`src/sv/rpm_pkg.sv`:
```
package rpm_pkg;

	localparam int CORDIC_STAGES = 24;
	localparam int FRAC_BITS = 16;
	localparam int GUARD_BITS = 8;
	localparam int DW = 44;
	localparam int MAX_STAGES = 32;
	localparam logic [31:0] INV_GAIN_SQ_Q32 = 32'd1583795506;
	localparam logic [31:0] HALF_TURN = 32'h8000_0000;
	localparam logic [31:0] QUARTER_TURN = 32'h4000_0000;

	typedef logic signed [DW-1:0] coord_t;

	function automatic logic [31:0] atan_turn(input int i);
		logic [31:0] r;
		begin
			unique case (i)
				0: r = 32'h20000000;
				1: r = 32'h12E4051E;
				2: r = 32'h09FB385B;
				3: r = 32'h051111D4;
				4: r = 32'h028B0D43;
				5: r = 32'h0145D7E1;
				6: r = 32'h00A2F61E;
				7: r = 32'h00517C55;
				8: r = 32'h0028BE53;
				9: r = 32'h00145F2F;
				10: r = 32'h000A2F98;
				11: r = 32'h000517CC;
				12: r = 32'h00028BE6;
				13: r = 32'h000145F3;
				14: r = 32'h0000A2FA;
				15: r = 32'h0000517D;
				16: r = 32'h000028BE;
				17: r = 32'h0000145F;
				18: r = 32'h00000A30;
				19: r = 32'h00000518;
				20: r = 32'h0000028C;
				21: r = 32'h00000146;
				22: r = 32'h000000A3;
				23: r = 32'h00000051;
				24: r = 32'h00000029;
				25: r = 32'h00000014;
				26: r = 32'h0000000A;
				27: r = 32'h00000005;
				28: r = 32'h00000003;
				29: r = 32'h00000001;
				30: r = 32'h00000001;
				default: r = 32'h00000000;
			endcase
			return r;
		end
	endfunction

endpackage

```
`src/sv/rpm_gain.sv`:
```
module rpm_gain (
	input logic clk,
	input logic en,
	input rpm_pkg::coord_t v,
	output rpm_pkg::coord_t p
);
	localparam int DW = rpm_pkg::DW;
	logic neg_s1, neg_s2;
	logic [DW-1:0] mag;
	logic [DW-33:0] hi_s1;
	logic [31:0] lo_s1;
	logic [DW-1:0] phi_s2;
	logic [63:0] plo_s2;
	logic [DW-1:0] sum;

	assign mag = v[DW-1] ? DW'(-v) : DW'(v);

	always_ff @(posedge clk) begin
		if (en) begin
			neg_s1 <= v[DW-1];
			hi_s1 <= mag[DW-1:32];
			lo_s1 <= mag[31:0];
			neg_s2 <= neg_s1;
			phi_s2 <= DW'(hi_s1) * DW'(rpm_pkg::INV_GAIN_SQ_Q32);
			plo_s2 <= 64'(lo_s1) * 64'(rpm_pkg::INV_GAIN_SQ_Q32);
		end
	end

	assign sum = phi_s2 + DW'((plo_s2 + 64'h8000_0000) >> 32);
	assign p = neg_s2 ? -signed'(sum) : signed'(sum);
endmodule

```
`config.mk`:
```
export PLATFORM = sky130hd
export DESIGN_NAME = rpm_gain
export DESIGN_NICKNAME = d
export VERILOG_FILES = /design/src/sv/rpm_pkg.sv /design/src/sv/rpm_gain.sv
export SDC_FILE = /design/constraint.sdc
export NUM_CORES = 2
export LEC_CHECK = 0
export BUFFER_PORTS_ARGS = -buffer_cell sky130_fd_sc_hd__buf_2
export CORE_MARGIN = 5
export CORE_UTILIZATION = 40
export DETAILED_ROUTE_END_ITERATION = 6
export PLACE_DENSITY = 0.61
export SLEW_MARGIN = 20
export SYNTH_ARGS = -nofsm -noshare
export SYNTH_HDL_FRONTEND = slang
export SYNTH_SLANG_ARGS = --single-unit
```
`constraint.sdc`:
```
create_clock -name clk -period 8.1 [get_ports clk]
set_input_delay 0.405 -clock clk [delete_from_list [all_inputs] [get_ports clk]]
set_output_delay 0.405 -clock clk [all_outputs]
set_load 0.01 [all_outputs]
```
==> impl_metrics.yaml <==
worst_setup_path:
  cp_top_family: "adder cells"
  crit_top_cell: "fa_1"
  timing.rr.start: "lo_s1[6]"
  worstSetupEndpoint: "plo_s2[61]"
  crit_start: "lo_s1[6]"
  end_kind: "flop"
  cp_slowest_cell: "fa_1"
  regToRegSetupSlack_ps: 380
  worstReg2RegEnd: "plo_s2[61]"
  crit_fanout: 8
  arrival_ps: 7950
  cp.depth: 22
  cp_slowest_stage_delay_ps: 580
  path_buf_inv: 3
  path_cells: "inv_1 > fa_1 > inv_1 > fa_1 > fa_1 > fa_1 > fa_1 > fa_1 > fa_1 > ha_1 > ha_1 > nand3_1 > nor3_1 > a21boi_0 > o31ai_2 > nand2_1 > a21oi_1 > buf_4 > o31a_1 > o31ai_1 > a21oi_1 > xnor2_1"
  critical_path_class: "flop to flop"
  worstPathRequired_ps: 8330
  r2r_cells: 22
  start_kind: "flop"
routing:
  ant_nets: 0
  initialDrtViolationCount: 1296
  drt-wirelength-per-cell_um: 19.0
  dr.pass1.iters: 5
  wirelength_um: 77200
  post-route-drc-count: 0
  num_vias: 20700
  vias_per_cell: 5.09
clock_tree:
  cts_buffers: 17
  clock-sinks: 120
  htree_levels: 4
  clk_latency_ps: 480
  clk_pin_slew_ps: 60
  cts_buffer_depth: 2
  cts_tree: "built"
  post_cts_buffers: 0
  cts_root_buffer: "clkbuf_16"
floorplanning:
  top_level_ports: 90
  rows: 101
  die_h_um: 286
  die_w_um: 286
  coreArea_sq_um: 75700
  initial_utilization: 0.402
  dieArea_sq_um: 81700
grt:
  antenna_found_initial: 1
  grt_first_pass_wirelength_um: 122000
  grt_use_total: 0.193
  grt_max_degree: 63
  grt_pass1_vias: 21500
  grt_overflow: 0
sta:
  rsz0062_at_grt: "false"
  drv_slew: 0
  fin_setup_tns_ps: 0
  finalHoldViolations: 0
  setup_viol: 0
  tightest_slew_ps: 933
  slew_headroom: 0.369
  fmax_mhz: 130
  fin_crit_ps: 7720
  finalClockSkew_ps: 17.2
  finalCritPeriodShare: 0.953
flow_run:
  maxCapViolations: 0
final_layout:
  nets: 4200
  final_util: 0.434
  drive_gt1_frac: 0.0560
  final_cell_mix: "inv_1, fa_1, ha_1, xnor2_1, edfxtp_1"
  final_common_cell: "inv_1"
  area_growth_pct: 8.00
logic_synthesis:
  synth_area_leaders: "fa_1, ha_1, edfxtp_1, inv_1, xnor2_1"
  syn-cell-area_sq_um: 30400
  yosys_most_used_dff: "edfxtp_1"
  synth_edf_count: 120
  synthArstFlopShare: 0
  avgSynthCellArea_sq_um: 10.3
  ys_seq_area_frac: 0.118
  yosys.area.top_type_share: 0.355
  ys_ff_latch: 120
  ys_warn_count: 0
  synth_top_area_cell: "fa_1"
  yosysUniqueCellTypes: 61
  postSynthNetCount: 4087
  synthCells: 2966
placement:
  gp_congestion: 0.970
  dp_hpwl_um: 68800
  portBuffers: 89
min_path:
  hold_path.startpoint: "v[0]"
  hold_depth: 1
  min_path_type: "input port to flop"
status:
  outcome: "completed"
[state kept, by name, summed over array words and instances (netlist names)]
name	count
plo_s2	32
hi_s1	12
neg_s2	1
neg_s1	1
lo_s1	32
phi_s2	42
[cell families (layout without fill, tap and decap cells)]
| kind of cell | Yosys count | after routing | synth area share |
|---|---|---|---|
| other | 0 | 1 | 0 |
| AOI/OAI and AO/OA | 377 | 377 | 0.0806 |
| DFF | 120 | 120 | 0.118 |
| muxes | 5 | 5 | 0.00169 |
| and+or+nand+nor | 380 | 380 | 0.0644 |
| adders and majority gates | 1075 | 1075 | 0.575 |
| xor gates and xnor gates | 214 | 214 | 0.0616 |
| buffers and inverters | 795 | 920 | 0.0981 |
[synth_stat cells (all sizes together) (25+ instances only)]
cell	instances
a21o	59
a21oi	94
clkbuf	25
edfxtp	120
fa	539
ha	536
inv	770
nand2	98
nand3	45
nand4	28
nor2	81
o21ai	83
xnor2	157
xor2	57
[metal layers]
metal,vias up,wire [um],GRT usage
met2,473,34500,0.298
li1,9816,-,-
met5,-,0,0
met4,0,1690,0.0470
met1,10300,36600,0.281
met3,77,4390,0.0387
[worst register-to-register path, cell delays in order, from the launching register on]
cell	delay [ps]
edfxtp_1	570
inv_1	240
fa_1	550
inv_1	60
fa_1	580
fa_1	470
fa_1	520
fa_1	470
fa_1	520
fa_1	490
ha_1	300
ha_1	340
nand3_1	130
nor3_1	250
a21boi_0	340
o31ai_2	160
nand2_1	180
a21oi_1	90
buf_4	160
o31a_1	400
o31ai_1	380
a21oi_1	140
xnor2_1	140
[stage by stage]
step           setup WS, ps  hold WS [ps]  cells  area, sq um
3_3_place_gp            531           406   4037        32200
3_5_place_dp            446           420   4037        32200
4_1_cts                 413           135   4068        32800
6_report                380           173   4070        32900
5_1_grt                30.7           161   4069        32900
2_1_floorplan          1180           400   2966        30400
[layout make-up]
type | instances | area, sq um
antenna | 1 | 2.50
fill | 7321 | 42800
multi-input combinational | 2051 | 23800
clock inverter | 14 | 173
sequential | 120 | 3600
tap | 978 | 1220
clock buffer | 17 | 425
inverter | 770 | 2890
timing repair buffer | 119 | 693
[worst min path at each step]
stage | endpoint | slack [ps]
floorplan | neg_s2 | 400
global placement | neg_s2 | 410
detailed placement | neg_s2 | 420
CTS | lo_s1[0] | 140
global route | lo_s1[0] | 160
finish | lo_s1[0] | 170
[repair_timing]
action,CTS,global route
hold buffers,0,0
gates resized for setup,0,2
endpoints found under the hold margin,0,0
setup endpoints to repair,0,6
Power is not shown: default switching activity piles up to over one toggle a cycle in this logic, so the estimate is an artifact.
