==> src/sv/rpm_pkg.sv <==
package rpm_pkg;

	localparam int CORDIC_STAGES = 24;
	localparam int FRAC_BITS = 16;
	localparam int GUARD_BITS = 8;
	localparam int DW = 44;
	localparam int MAX_STAGES = 32;
	localparam logic [31:0] INV_GAIN_SQ_Q32 = 32'd1583795506;
	localparam logic [31:0] HALF_TURN = 32'h8000_0000;
	localparam logic [31:0] QUARTER_TURN = 32'h4000_0000;

	typedef logic signed [DW-1:0] coord_t;

	function automatic logic [31:0] atan_turn(input int i);
		logic [31:0] r;
		begin
			unique case (i)
				0: r = 32'h20000000;
				1: r = 32'h12E4051E;
				2: r = 32'h09FB385B;
				3: r = 32'h051111D4;
				4: r = 32'h028B0D43;
				5: r = 32'h0145D7E1;
				6: r = 32'h00A2F61E;
				7: r = 32'h00517C55;
				8: r = 32'h0028BE53;
				9: r = 32'h00145F2F;
				10: r = 32'h000A2F98;
				11: r = 32'h000517CC;
				12: r = 32'h00028BE6;
				13: r = 32'h000145F3;
				14: r = 32'h0000A2FA;
				15: r = 32'h0000517D;
				16: r = 32'h000028BE;
				17: r = 32'h0000145F;
				18: r = 32'h00000A30;
				19: r = 32'h00000518;
				20: r = 32'h0000028C;
				21: r = 32'h00000146;
				22: r = 32'h000000A3;
				23: r = 32'h00000051;
				24: r = 32'h00000029;
				25: r = 32'h00000014;
				26: r = 32'h0000000A;
				27: r = 32'h00000005;
				28: r = 32'h00000003;
				29: r = 32'h00000001;
				30: r = 32'h00000001;
				default: r = 32'h00000000;
			endcase
			return r;
		end
	endfunction

endpackage

==> src/sv/rpm_merge.sv <==
module rpm_merge (
	input logic clk,
	input logic en,
	input logic signed [31:0] cx,
	input logic signed [31:0] cy,
	input rpm_pkg::coord_t ax,
	input rpm_pkg::coord_t ay,
	input rpm_pkg::coord_t bx,
	input rpm_pkg::coord_t by,
	output logic signed [31:0] dx,
	output logic signed [31:0] dy,
	output logic sat
);
	localparam int DW = rpm_pkg::DW;
	localparam int G = rpm_pkg::GUARD_BITS;
	rpm_pkg::coord_t sx, sy, qx, qy;
	logic ox, oy, ux, uy;

	always_comb begin
		sx = (DW'(cx) <<< (G + 1)) + ax + bx + (DW'(1) <<< G);
		sy = (DW'(cy) <<< (G + 1)) + ay + by + (DW'(1) <<< G);
		qx = sx >>> (G + 1);
		qy = sy >>> (G + 1);
		ox = qx > DW'(32'sh7FFF_FFFF);
		ux = qx < -(DW'(1) <<< 31);
		oy = qy > DW'(32'sh7FFF_FFFF);
		uy = qy < -(DW'(1) <<< 31);
	end

	always_ff @(posedge clk) begin
		if (en) begin
			dx <= ox ? 32'sh7FFF_FFFF : (ux ? 32'sh8000_0000 : qx[31:0]);
			dy <= oy ? 32'sh7FFF_FFFF : (uy ? 32'sh8000_0000 : qy[31:0]);
			sat <= ox | ux | oy | uy;
		end
	end
endmodule
==> config.mk <==
export PLATFORM = sky130hd
export DESIGN_NAME = rpm_merge
export DESIGN_NICKNAME = d
export VERILOG_FILES = /design/src/sv/rpm_pkg.sv /design/src/sv/rpm_merge.sv
export SDC_FILE = /design/constraint.sdc
export NUM_CORES = 1
export LEC_CHECK = 0
export BUFFER_PORTS_ARGS = -buffer_cell sky130_fd_sc_hd__buf_2
export CORE_ASPECT_RATIO = 0.75
export CORE_UTILIZATION = 51
export DETAILED_ROUTE_END_ITERATION = 7
export PLACE_DENSITY = 0.83
export SLEW_MARGIN = 40
export SYNTH_ARGS = -nofsm -noshare
export SYNTH_HDL_FRONTEND = slang
export SYNTH_SLANG_ARGS = --single-unit
export TNS_END_PERCENT = 10
==> constraint.sdc <==
create_clock -name clk -period 5.7 [get_ports clk]
set_input_delay 0.855 -clock clk [delete_from_list [all_inputs] [get_ports clk]]
set_output_delay 0.855 -clock clk [all_outputs]
set_load 0.01 [all_outputs]
==> metrics.md <==
| Metric | Value |
|---|---|
| Run status | `complete, no violations` |
| Pre-CTS setup slack | `676.3 ps` |
| Peak fanout along the critical path | `32` |
| Wire length after detailed routing | `19860 um` |
| Average wire per cell in the routed design | `about 16 um` |
| CTS tree | `done` |
| Area inside the core boundary | `14640 um^2` |
| Cell area after synthesis | `between 7000 and 8000 um^2` |
| Startpoint-to-endpoint class of the critical path | `input port to flip-flop` |
| Total routing usage reported by global routing | `25.11%` |
| Post-CTS Repair Setup Buffers | `0` |
| Hold Worst Slack | `1151 ps` |
| Overall power | `0.003164 W` |
| Std-Cell Rows | `38` |
| RSZ-0062 raised after global routing | `no` |
| Kind of start point of the critical path | `input port` |
| Seq pwr share | `a little over a quarter` |
| Cell taking the most area after synthesis | `sky130_fd_sc_hd__edfxtp_1` |
| Data required time at the worst endpoint | `approximately 5800 ps` |
| Hold_buf cts | `0` |
| Main synth FF type | `sky130_fd_sc_hd__edfxtp_1` |
| Share of the clock period used by the worst path | `between 80 and 90%` |
| Layout net count | `between 1000 and 1500` |
| Maximum vdd ir drop | `approximately 0.00016 V` |
| Clock Sinks | `between 60 and 70` |
| Number of register bits inferred by synthesis | `between 60 and 70` |
| Vias in the first global route | `6715` |
| Final weighted congestion in routability-driven placement | `0.8943` |
| Combinational share of power | `a little under three fifths` |
| Final setup violation count | `0` |
| Top-area cell type share of the netlist area | `between 20% and 30%` |
| Arrival time of the worst setup path | `approximately 4800 ps` |
| Transition time at the pin with the least slew margin | `647.4 ps` |
| Setup ws final | `997.2 ps` |
| Global-route wire length before repair | `roughly 31000 um` |
| Min cycle time layout | `about 4700 ps` |
| Leak pwr | `4.642 nW` |
| Number of antenna violations at the first check in global routing | `0` |
| Initial DRC count | `between 300 and 400` |
| Dpl cells | `about 1200` |
| Synth-to-layout area growth | `26.00%` |
| Die Height | `108.8 um` |
| Final max-slew violation count | `0` |
| Root cell of the clock tree | `sky130_fd_sc_hd__clkbuf_16` |
| Most common library cell in the layout ignoring fill and taps | `sky130_fd_sc_hd__buf_2` |
| Count of flip-flops with a built-in enable after synthesis | `65` |
| Clock network power share | `between 15 and 20%` |
| Achievable clock frequency | `~210 MHz` |
| Drt pass-1 iters | `5` |
| Average vias per placed instance | `5.517` |
| Post-route ant nets | `0` |
| Psw | `~0.0013 W` |
| Number of failing hold endpoints at the final stage | `0` |
| Sum of overflow across all layers after global routing | `0` |
| Net count after synthesis | `around 1200` |
| Class of the tightest hold or removal check | `input port to flip-flop` |
| MaxCap Viol Count | `0` |
| Worst slew margin relative to its limit | `between 50% and 60%` |
| Post-CTS clock slew at the launch and capture registers of the worst setup and hold paths | `~60 ps` |
| Number of distinct standard cells referenced by the synthesized netlist | `64` |
| Worst Hold Endpoint | `dy[22]` |
| Post-DP HPWL | `approximately 16000 um` |
| Count of cells along the worst hold path | `2` |
| Pwr dens | `about 320 nW/um^2` |
| Initial cell density of the core | `52.97%` |
| Mean area per synthesized cell | `about 10 um^2` |
| Highest-count cells in the layout ignoring fill and taps | `sky130_fd_sc_hd__buf_2, sky130_fd_sc_hd__ha_1, sky130_fd_sc_hd__a21oi_1` |
| Sequential area share after synthesis | `between 20 and 30%` |
| Fraction of layout instances using a drive strength above 1 | `32.35%` |
| Pin count of the biggest net entering global routing | `66` |
| Residual DRC count | `0` |
| Total of buffers placed on input and output ports | `between 300 and 400` |
| Diodes inserted | `0` |
| H-Tree Depth | `3` |
| Sw frac | `40.34%` |
| Area enclosed by the die boundary | `roughly 16000 um^2` |
| Ys async rst share | `0%` |
| Boundary pin count | `around 310` |
| Overall die width | `between 100 and 150 um` |
| Yosys warns | `0` |
| Final std cells w/o fill | `roughly 1300` |
| Int Pwr | `~0.0019 W` |
| Number of buffers added by the clock tree synthesis step | `9` |
| Critical path capture point type | `flip-flop` |
| Cell types with the largest area share after synthesis | `sky130_fd_sc_hd__edfxtp_1, sky130_fd_sc_hd__fa_1, sky130_fd_sc_hd__ha_1` |
| Total negative setup slack | `0 ps` |
| Via count | `a little under 7000` |
| Worst hold path startpoint | `en` |
| Mapped Cells | `743` |
| Maximum root-to-sink buffer count | `2` |
| CTS-repair resized insts | `0` |
==> power by group through the flow <==
| stage | clock (W) | combinational, W | sequential, W |
|---|---|---|---|
| detailed placement | 0 | 0.00179 | 0.000839 |
| global placement | 0 | 0.00173 | 0.000839 |
| global route | 0.000562 | 0.00199 | 0.000848 |
| finish | 0.000532 | 0.00180 | 0.000833 |
| floorplan | 0 | 0.00113 | 0.000925 |
| CTS | 0.000543 | 0.00180 | 0.000835 |
==> flip-flops by register name, indices dropped and copies added (netlist names) <==
register  count
dx           32
dy           32
sat           1
==> synth_stat cells (all sizes together) (9+ instances only) <==
master	n
ha	98
nand4	14
a21o	54
a211oi	9
xor2	25
o21ai	60
fa	68
nand2	41
edfxtp	65
inv	37
xnor2	43
buf	9
clkbuf	9
a21oi	69
o21bai	12
o21a	9
nor2	36
==> stage by stage <==
| step | instance area, um^2 | utilization [%] |
|---|---|---|
| floorplan | 7757 | - |
| global placement | 9492 | 64.82 |
| detailed placement | 9492 | 64.82 |
| CTS | 9771 | 66.72 |
| global route | 9774 | 66.75 |
| finish | 9774 | 66.75 |
==> critical path, cell delays in order <==
cell                        delay, ps
sky130_fd_sc_hd__buf_2            110
sky130_fd_sc_hd__fa_1             490
sky130_fd_sc_hd__ha_1             460
sky130_fd_sc_hd__nand2_1          150
sky130_fd_sc_hd__a2111oi_4        340
sky130_fd_sc_hd__o21ai_2          130
sky130_fd_sc_hd__a211oi_2         340
sky130_fd_sc_hd__nor2_1           130
sky130_fd_sc_hd__a311o_1          370
sky130_fd_sc_hd__o211a_1          270
sky130_fd_sc_hd__xnor2_2          210
sky130_fd_sc_hd__o31ai_1          130
sky130_fd_sc_hd__a211o_4          520
sky130_fd_sc_hd__a31o_2           280
==> worst max-delay path by stage <==
stage          startpoint  endpoint  slack (ps)  depth (start not counted)
2_1_floorplan       cy[4]    dy[21]        1340                         15
5_1_grt             cx[8]       sat         760                         15
4_1_cts             cy[3]       sat        1020                         14
3_5_place_dp        cy[3]       sat         680                         14
6_report            cy[3]    dy[16]        1000                         14
3_3_place_gp        cy[4]    dy[16]         790                         14
==> cells by family (layout without fill, tap and decap cells) <==
kind of cell    count (synthesis)  count (layout)  synth area share (%)
compound gates                256             256                 21.94
fa+ha+maj                     166             166                 33.35
simple gates                  130             130                 8.226
xor+xnor                       68              68                 7.774
flops                          65              65                 25.16
buf+inv                        55             363                 3.145
mux                             3               3                0.4032
==> final cells by class <==
type | instances | area, um^2
repair buffers | 310 | 1578
multi-input cells | 623 | 5577
clock inverters | 5 | 46.29
clock buffers | 11 | 232.7
fillers | 1203 | 4870
well taps | 200 | 250.2
flip-flops and latches | 65 | 1952
inverters | 37 | 138.9
==> per-layer routing <==
metal / GRT usage, % / share of wire [%] / up-vias / wire (um)
met5: 0 / 0 / - / 0
met4: 8.271 / 2.3 / 0 / 465
met3: 5.270 / 7.5 / 40 / 1480
met2: 44.81 / 49 / 297 / 9756
met1: 30.15 / 41 / 3210 / 8158
li1: - / - / 3355 / -
Note: power is estimated with default switching activity, not from simulation.
